`src/rtl/fps_pkg.sv`:
```
// Package: phase, action and timer codes of the flight phase sequencer.
`timescale 1ns / 1ps
`default_nettype none

package fps_pkg;

  typedef enum logic [3:0] {
    PH_PRELAUNCH = 4'd0,
    PH_FILL      = 4'd1,
    PH_ARM       = 4'd2,
    PH_IGNITION  = 4'd3,
    PH_LAUNCH    = 4'd4,
    PH_BURN      = 4'd5,
    PH_COAST     = 4'd6,
    PH_BRAKING   = 4'd7,
    PH_DESCENT   = 4'd8,
    PH_TOUCHDOWN = 4'd9,
    PH_ABORT     = 4'd10,
    PH_TEST      = 4'd11
  } phase_t;

  typedef enum logic [4:0] {
    ACT_ABORT       = 5'd0,
    ACT_VENT_OPEN   = 5'd1,
    ACT_VENT_CLOSE  = 5'd2,
    ACT_FILL        = 5'd3,
    ACT_TEST        = 5'd4,
    ACT_CONFIRM1    = 5'd5,
    ACT_CONFIRM2    = 5'd6,
    ACT_ARM         = 5'd7,
    ACT_PRELAUNCH   = 5'd8,
    ACT_IGNITION    = 5'd9,
    ACT_IGN_LAUNCH  = 5'd10,
    ACT_LAUNCH_BURN = 5'd11,
    ACT_BURN_COAST  = 5'd12,
    ACT_COAST_BRAKE = 5'd13,
    ACT_COAST_DESC  = 5'd14,
    ACT_BRAKE_DESC  = 5'd15,
    ACT_DESC_TOUCH  = 5'd16
  } action_t;

  typedef enum logic [2:0] {
    TMR_NONE      = 3'd0,
    TMR_BURN      = 3'd1,
    TMR_COAST     = 3'd2,
    TMR_BRAKING   = 3'd3,
    TMR_DESCENT   = 3'd4,
    TMR_TOUCHDOWN = 3'd5
  } timer_t;

  localparam logic KIND_CONTROL = 1'b0;
  localparam logic KIND_OTHER   = 1'b1;
  localparam logic [1:0] CONFIRM_BOTH = 2'b11;
  localparam logic [1:0] CONFIRM_NONE = 2'b00;

endpackage

`default_nettype wire

```
`src/rtl/fps_if.sv`:
```
// Interfaces: command item channel and result item channel.
`timescale 1ns / 1ps
`default_nettype none

interface fps_in_if;
  logic       valid;
  logic       ready;
  logic       kind;
  logic [4:0] action;

  modport source (output valid, output kind, output action, input ready);
  modport sink   (input valid, input kind, input action, output ready);
endinterface

interface fps_out_if;
  logic       valid;
  logic       ready;
  logic [3:0] phase;
  logic       vent_open;
  logic       phase_changed;
  logic [2:0] timer_started;

  modport source (output valid, output phase, output vent_open, output phase_changed,
                  output timer_started, input ready);
  modport sink   (input valid, input phase, input vent_open, input phase_changed,
                  input timer_started, output ready);
endinterface

`default_nettype wire

```
`src/rtl/flight_phase_sequencer_core.sv`:
```
// Flight phase sequencer: twelve-phase state machine with vent and arm-confirm control.
`timescale 1ns / 1ps
`default_nettype none

// One command item enters per cycle unless stalled. It is registered on entry;
// once the result stage can advance, the phase logic applies it to the current
// phase, vent and confirm flags and loads one result item into the output
// register, so each item passes the command and result registers and the
// throughput is one item per cycle while results are taken. Only control
// commands (kind 0) act; any other kind still yields a result showing the
// unchanged state. The result register and the state update advance together,
// so a stalled result stalls the command stage and in_ch.ready drops only when
// both stages are full and the result is not taken. Reset puts the block in
// prelaunch with the vent closed and both arm confirms cleared.
module flight_phase_sequencer_core
  import fps_pkg::*;
(
  input  wire         clk,
  input  wire         rst_n,
  fps_in_if.sink      in_ch,
  fps_out_if.source   out_ch
);

  // command stage
  logic       cmd_v_r;
  logic       cmd_kind_r;
  logic [4:0] cmd_action_r;

  // architectural state
  phase_t     phase_r;
  logic       vent_r;
  logic [1:0] conf_r;

  // result stage
  logic       out_v_r;
  logic [3:0] out_phase_r;
  logic       out_vent_r;
  logic       out_changed_r;
  logic [2:0] out_timer_r;

  logic out_adv;
  logic cmd_adv;
  logic in_take;

  assign out_adv = !out_v_r || out_ch.ready;
  assign cmd_adv = cmd_v_r && out_adv;
  assign in_take = in_ch.valid && in_ch.ready;
  assign in_ch.ready = !cmd_v_r || out_adv;

  // next-state logic
  phase_t     phase_nxt;
  phase_t     cand;
  logic       vent_nxt;
  logic [1:0] conf_nxt;
  logic       changed;
  timer_t     timer;
  logic       gen_ok;

  always_comb begin
    cand     = phase_r;
    vent_nxt = vent_r;
    conf_nxt = conf_r;
    gen_ok   = 1'b0;
    changed  = 1'b0;
    timer    = TMR_NONE;

    if (cmd_kind_r == KIND_CONTROL) begin
      unique case (phase_r)
        PH_PRELAUNCH: begin
          if (cmd_action_r == ACT_FILL) cand = PH_FILL;
          else if (cmd_action_r == ACT_TEST) cand = PH_TEST;
          else gen_ok = 1'b1;
        end
        PH_FILL: begin
          if (cmd_action_r == ACT_CONFIRM1) conf_nxt[0] = 1'b1;
          else if (cmd_action_r == ACT_CONFIRM2) conf_nxt[1] = 1'b1;
          else if (cmd_action_r == ACT_ARM) begin
            if (conf_r == CONFIRM_BOTH) cand = PH_ARM;
          end
          else if (cmd_action_r == ACT_PRELAUNCH) cand = PH_PRELAUNCH;
          else gen_ok = 1'b1;
        end
        PH_ARM: begin
          if (cmd_action_r == ACT_IGNITION) cand = PH_IGNITION;
          else if (cmd_action_r == ACT_FILL) cand = PH_FILL;
          else gen_ok = 1'b1;
        end
        PH_IGNITION: begin
          if (cmd_action_r == ACT_IGN_LAUNCH) cand = PH_LAUNCH;
          else if (cmd_action_r == ACT_ARM) cand = PH_ARM;
          else if (cmd_action_r == ACT_PRELAUNCH) cand = PH_PRELAUNCH;
        end
        PH_LAUNCH: begin
          if (cmd_action_r == ACT_LAUNCH_BURN) cand = PH_BURN;
          else if (cmd_action_r == ACT_PRELAUNCH) cand = PH_PRELAUNCH;
        end
        PH_BURN: begin
          if (cmd_action_r == ACT_BURN_COAST) cand = PH_COAST;
          else if (cmd_action_r == ACT_PRELAUNCH) cand = PH_PRELAUNCH;
        end
        PH_COAST: begin
          if (cmd_action_r == ACT_COAST_BRAKE) cand = PH_BRAKING;
          else if (cmd_action_r == ACT_COAST_DESC) cand = PH_DESCENT;
          else if (cmd_action_r == ACT_PRELAUNCH) cand = PH_PRELAUNCH;
        end
        PH_BRAKING: begin
          if (cmd_action_r == ACT_BRAKE_DESC) cand = PH_DESCENT;
          else if (cmd_action_r == ACT_PRELAUNCH) cand = PH_PRELAUNCH;
        end
        PH_DESCENT: begin
          if (cmd_action_r == ACT_DESC_TOUCH) cand = PH_TOUCHDOWN;
          else if (cmd_action_r == ACT_PRELAUNCH) cand = PH_PRELAUNCH;
        end
        PH_TOUCHDOWN: gen_ok = 1'b1;
        PH_ABORT: begin
          if (cmd_action_r == ACT_PRELAUNCH) cand = PH_PRELAUNCH;
          else if (cmd_action_r == ACT_TEST) cand = PH_TEST;
        end
        PH_TEST: begin
          if (cmd_action_r == ACT_PRELAUNCH) cand = PH_PRELAUNCH;
          else gen_ok = 1'b1;
        end
        default: cand = phase_r;  // unreachable codes hold
      endcase

      // general actions: abort, vent open, vent close
      if (gen_ok) begin
        if (cmd_action_r == ACT_ABORT) cand = PH_ABORT;
        else if (cmd_action_r == ACT_VENT_OPEN) vent_nxt = 1'b1;
        else if (cmd_action_r == ACT_VENT_CLOSE) vent_nxt = 1'b0;
      end
    end

    phase_nxt = cand;
    if (cand != phase_r) begin
      changed = 1'b1;
      if (phase_r == PH_FILL) conf_nxt = CONFIRM_NONE;  // exit action of fill
      // entry actions
      unique case (cand)
        PH_FILL: begin
          vent_nxt = 1'b0;
          conf_nxt = CONFIRM_NONE;
        end
        PH_LAUNCH: begin
          vent_nxt = 1'b0;
          timer    = TMR_BURN;
        end
        PH_BURN: begin
          vent_nxt = 1'b0;
          timer    = TMR_COAST;
        end
        PH_COAST: begin
          vent_nxt = 1'b0;
          timer    = TMR_BRAKING;
        end
        PH_BRAKING: begin
          vent_nxt = 1'b0;
          timer    = TMR_DESCENT;
        end
        PH_DESCENT: begin
          vent_nxt = 1'b1;
          timer    = TMR_TOUCHDOWN;
        end
        PH_TOUCHDOWN, PH_ABORT: vent_nxt = 1'b1;
        PH_TEST: vent_nxt = vent_nxt;  // vent left as it is
        default: vent_nxt = 1'b0;      // prelaunch, arm, ignition
      endcase
    end
  end

  // command stage register
  always_ff @(posedge clk) begin
    if (!rst_n) begin
      cmd_v_r <= 1'b0;
    end else if (in_ch.ready) begin
      cmd_v_r <= in_ch.valid;
    end
  end

  always_ff @(posedge clk) begin
    if (in_take) begin
      cmd_kind_r   <= in_ch.kind;
      cmd_action_r <= in_ch.action;
    end
  end

  // state and result registers advance together
  always_ff @(posedge clk) begin
    if (!rst_n) begin
      phase_r <= PH_PRELAUNCH;
      vent_r  <= 1'b0;
      conf_r  <= CONFIRM_NONE;
      out_v_r <= 1'b0;
    end else begin
      if (out_adv) out_v_r <= cmd_v_r;
      if (cmd_adv) begin
        phase_r <= phase_nxt;
        vent_r  <= vent_nxt;
        conf_r  <= conf_nxt;
      end
    end
  end

  always_ff @(posedge clk) begin
    if (cmd_adv) begin
      out_phase_r   <= phase_nxt;
      out_vent_r    <= vent_nxt;
      out_changed_r <= changed;
      out_timer_r   <= timer;
    end
  end

  assign out_ch.valid         = out_v_r;
  assign out_ch.phase         = out_phase_r;
  assign out_ch.vent_open     = out_vent_r;
  assign out_ch.phase_changed = out_changed_r;
  assign out_ch.timer_started = out_timer_r;

  // confirms can only be held while in fill
  a_conf_only_in_fill: assert property (@(posedge clk) disable iff (!rst_n)
    (conf_r != CONFIRM_NONE) |-> (phase_r == PH_FILL))
    else $error("arm confirms set outside fill");

  // a pending result always reflects the live state
  a_out_matches_state: assert property (@(posedge clk) disable iff (!rst_n)
    out_v_r |-> (out_phase_r == phase_r && out_vent_r == vent_r))
    else $error("pending result differs from state");

  // a timer starts only on a phase change
  a_timer_on_change: assert property (@(posedge clk) disable iff (!rst_n)
    (out_v_r && out_timer_r != TMR_NONE) |-> out_changed_r)
    else $error("timer reported without phase change");

endmodule

`default_nettype wire
```
`src/flat_wrapper.sv`:
```
// flat-port wrapper written by rule: the top's interface ports become plain ports
module flight_phase_sequencer_core_flat import fps_pkg::*;
  (clk, rst_n, in_ch_valid, in_ch_kind, in_ch_action, in_ch_ready, out_ch_valid, out_ch_phase, out_ch_vent_open, out_ch_phase_changed, out_ch_timer_started, out_ch_ready);
  fps_in_if in_ch_i ();
  fps_out_if out_ch_i ();
  input  wire clk;
  input  wire rst_n;
  input wire logic [$bits(in_ch_i.valid)-1:0] in_ch_valid;
  input wire logic [$bits(in_ch_i.kind)-1:0] in_ch_kind;
  input wire logic [$bits(in_ch_i.action)-1:0] in_ch_action;
  output wire logic [$bits(in_ch_i.ready)-1:0] in_ch_ready;
  output wire logic [$bits(out_ch_i.valid)-1:0] out_ch_valid;
  output wire logic [$bits(out_ch_i.phase)-1:0] out_ch_phase;
  output wire logic [$bits(out_ch_i.vent_open)-1:0] out_ch_vent_open;
  output wire logic [$bits(out_ch_i.phase_changed)-1:0] out_ch_phase_changed;
  output wire logic [$bits(out_ch_i.timer_started)-1:0] out_ch_timer_started;
  input wire logic [$bits(out_ch_i.ready)-1:0] out_ch_ready;
  assign in_ch_i.valid = in_ch_valid;
  assign in_ch_i.kind = in_ch_kind;
  assign in_ch_i.action = in_ch_action;
  assign in_ch_ready = in_ch_i.ready;
  assign out_ch_valid = out_ch_i.valid;
  assign out_ch_phase = out_ch_i.phase;
  assign out_ch_vent_open = out_ch_i.vent_open;
  assign out_ch_phase_changed = out_ch_i.phase_changed;
  assign out_ch_timer_started = out_ch_i.timer_started;
  assign out_ch_i.ready = out_ch_ready;
  flight_phase_sequencer_core u_core (.clk(clk), .rst_n(rst_n), .in_ch(in_ch_i), .out_ch(out_ch_i));
endmodule
```
`config.mk`:
```
export PLATFORM = sky130hd
export DESIGN_NAME = flight_phase_sequencer_core_flat
export DESIGN_NICKNAME = d
export VERILOG_FILES = /design/src/rtl/fps_pkg.sv /design/src/rtl/fps_if.sv /design/src/rtl/flight_phase_sequencer_core.sv /design/src/flat_wrapper.sv
export SDC_FILE = /design/constraint.sdc
export NUM_CORES = 1
export LEC_CHECK = 0
export BUFFER_PORTS_ARGS = -buffer_cell sky130_fd_sc_hd__buf_2
export CAP_MARGIN = 10
export CORE_MARGIN = 3
export CORE_UTILIZATION = 64
export DETAILED_ROUTE_END_ITERATION = 8
export PLACE_DENSITY = 0.84
export SLEW_MARGIN = 20
export SYNTH_ARGS = -nofsm -noshare
export SYNTH_HDL_FRONTEND = slang
export SYNTH_SLANG_ARGS = --single-unit
```
`constraint.sdc`:
```
create_clock -name clk -period 6.1 [get_ports clk]
set_input_delay 0.915 -clock clk [delete_from_list [all_inputs] [get_ports clk]]
set_output_delay 0.915 -clock clk [all_outputs]
set_load 0.02 [all_outputs]
```
==> results.yml <==
timing:
  finalSetupViolCount: 0
  period_share: 0.582
  layout_setup_ws_ns: 2.55
  relSlewSlack: 0.351
  fmax_mhz: 282
  tns_ns: 0
  rsz0062_at_grt: "false"
  tightest_slew_ns: 0.972
  hold_ws_ns: 0.536
  hold_viol_final: 0
  fin_crit_ns: 3.55
  fin_worst_skew_ns: 0.0172
  drv_slew: 0
worst_setup_path:
  cp_cell_sequence: "nand4bb_1 > o41ai_1 > a2111oi_0 > o211ai_1 > or4b_1 > or3_1 > a21oi_1 > nor2_1"
  critPathSlowestCell: "dfxtp_1"
  cp-start-kind: "flop"
  critPathCaptureType: "flop"
  crit_type: "reg2reg"
  critical_path.max_fanout: 24
  required_ns: 6.19
  arrival_ns: 3.64
  max_stage_delay_ns: 0.97
  critical_path_buf_inv_count: 0
  cp_top_family: "simple AND/OR/NAND/NOR gates"
  r2r_setup_slack_ns: 2.55
synthesis:
  synth_area_mm2: 0.00201
  yosysMostFrequentCell: "nand2_1"
  synthSimpleGateAreaFrac: 0.315
  synth_compound_area_frac: 0.253
  synth-main-ff-cell: "edfxtp_1"
  yosys-top-cells-count: "nand2_1 (16), edfxtp_1 (15), nor2_1 (13)"
  synthMuxAreaShare: 0.00994
  syn_avg_cell_area_um2: 9.16
  synth_top_family_by_area: "simple AND/OR/NAND/NOR gates"
  synth_seq_area_share: 0.313
  synth_fa_ha_area_frac: 0
  ys_ff_latch: 24
  yosys.cell_types.count: 76
  async_reset_ff_frac: 0
  yosysTopAreaCell: "edfxtp_1"
  synthCells: 220
  syn_nets: 230
  yosys-top-cells-area: "edfxtp_1 (22%), dfxtp_1 (8.9%), buf_6 (3.4%)"
  ys_warn_count: 0
  yosysTopAreaCellShare: 0.224
  synth_edf_count: 15
  synthXorXnorAreaFrac: 0.0211
cells_and_area:
  nNetsFinal: 235
  syn2layout_area_growth_pct: 3.11
  insertedDiodeCount: 0
  final_area_mm2: 0.00208
  drive_above_1_share: 0.174
die:
  start_util: 0.700
  coreArea_mm2: 0.00288
  row_count: 19
  fp.dieW_um: 62.1
  ios: 21
  die_y_um: 62.1
  dieArea_mm2: 0.00386
routing:
  wl_um: 4950
  wl_per_cell_um: 18.6
  drc: 0
  drtIter0Drc: 308
  ant_nets: 0
  num_vias: 1898
  drt_pre_antenna_iters: 6
  avgViaCountPerCell: 7.14
global_routing:
  grt_usage: 0.260
  grt_pass1_vias: 1779
  grt_start_max_net_pins: 27
  antenna_found_initial: 0
  grt_pass1_wl_um: 8360
  overflow: 0
clocking:
  cts_tree: "built"
  clock-sinks: 24
  clock-root-buffer: "clkbuf_4"
  cts_resized: 0
  clk_pin_slew_ns: 0.13
  ctsHoldBuffers: 0
  insertion_delay_ns: 0.32
  h-tree-depth: 1
  cts_made_buffers: 3
  clockBufferDepth: 2
  post_cts_buffers: 0
status:
  status: "completed"
worst_hold_path:
  hold_path_class: "reg2reg"
power:
  peakVddDrop_mv: 0.192
  p_leak_nw: 0.781
  power.density_mw_per_mm2: 193
run:
  cap_violations: 0
place:
  gp_congestion: 0.952
  hpwl_um: 3390
  placed_area_mm2: 0.00202
  pre_cts_ws_ns: 2.67
  numPortBuffers: 20
[metrics by stage]
stage | utilization | total power [mW] | std cells
global route | 0.722 | 0.420 | 266
global placement | 0.704 | 0.286 | 262
floorplan | - | 0.275 | 220
finish | 0.722 | 0.401 | 266
detailed placement | 0.704 | 0.290 | 262
CTS | 0.722 | 0.400 | 266
[final timing paths]
path                                                end  cells after the start              start
worst max-delay path            u_core.out_ch.vent_open                      8  u_core.phase_r[1]
worst max register to register  u_core.out_ch.vent_open                      8  u_core.phase_r[1]
worst min register to register            u_core.vent_r                      2      u_core.vent_r
worst min-delay path                      u_core.vent_r                      2      u_core.vent_r
[where the power goes]
part | total [mW] | internal (mW) | switching, mW
Combinational | 0.0826 | 0.0350 | 0.0475
Clock | 0.111 | 0.0665 | 0.0450
Sequential | 0.207 | 0.183 | 0.0240
[layout by cell type, fill, tap and decap left out, types with 3 or more instances in the layout]
cell	count
nand4_1	3
and2_1	4
dfxtp_1	9
nor2b_1	7
a31oi_1	3
buf_2	20
o211a_1	3
nor3_1	5
o211ai_1	3
nor2_1	13
clkbuf_4	3
nand3_1	5
nor4_1	6
nand2_1	16
nand2b_1	6
o21ai_0	6
nand4bb_1	3
edfxtp_1	15
inv_1	8
a21oi_1	10
nor3b_1	3
[registers in the layout (all words and copies together), names as in the netlist]
name / count
u_core.cmd_action_r: 5
u_core.out_ch.phase_changed: 1
u_core.conf_r: 2
u_core.out_ch.valid: 1
u_core.out_ch.vent_open: 1
u_core.out_ch.phase: 4
u_core.vent_r: 1
u_core.phase_r: 4
u_core.cmd_kind_r: 1
u_core.cmd_v_r: 1
u_core.out_ch.timer_started: 3
[worst reg2reg max path, cell delays in order, from the launching register on]
cell and delay (ns):
dfxtp_1 0.97, nand4bb_1 0.31, o41ai_1 0.33, a2111oi_0 0.23, o211ai_1 0.19, or4b_1 0.50, or3_1 0.45, a21oi_1 0.27
nor2_1 0.08
[final cells by class]
cell class | count | area (um^2)
Multi-Input combinational cell | 167 | 1210
Fill cell | 228 | 800
Sequential cell | 24 | 631
Timing Repair Buffer | 20 | 100
Tap cell | 42 | 52.6
Inverter | 9 | 33.8
Clock inverter | 1 | 30.0
Clock buffer | 3 | 22.5
[cell families (layout without fill, tap and decap cells)]
kind of cell	Yosys count	in the layout
flops	24	24
xor+xnor	4	4
mux	2	2
simple gates	98	98
buf+inv	29	33
compound gates	63	63
[layer usage]
metal,track usage,wire length [um]
met5,0,0
met4,0.0884,165
met3,0.0288,457
met2,0.440,2300
met1,0.347,2030
No activity file was read; power rests on OpenSTA's default activity.
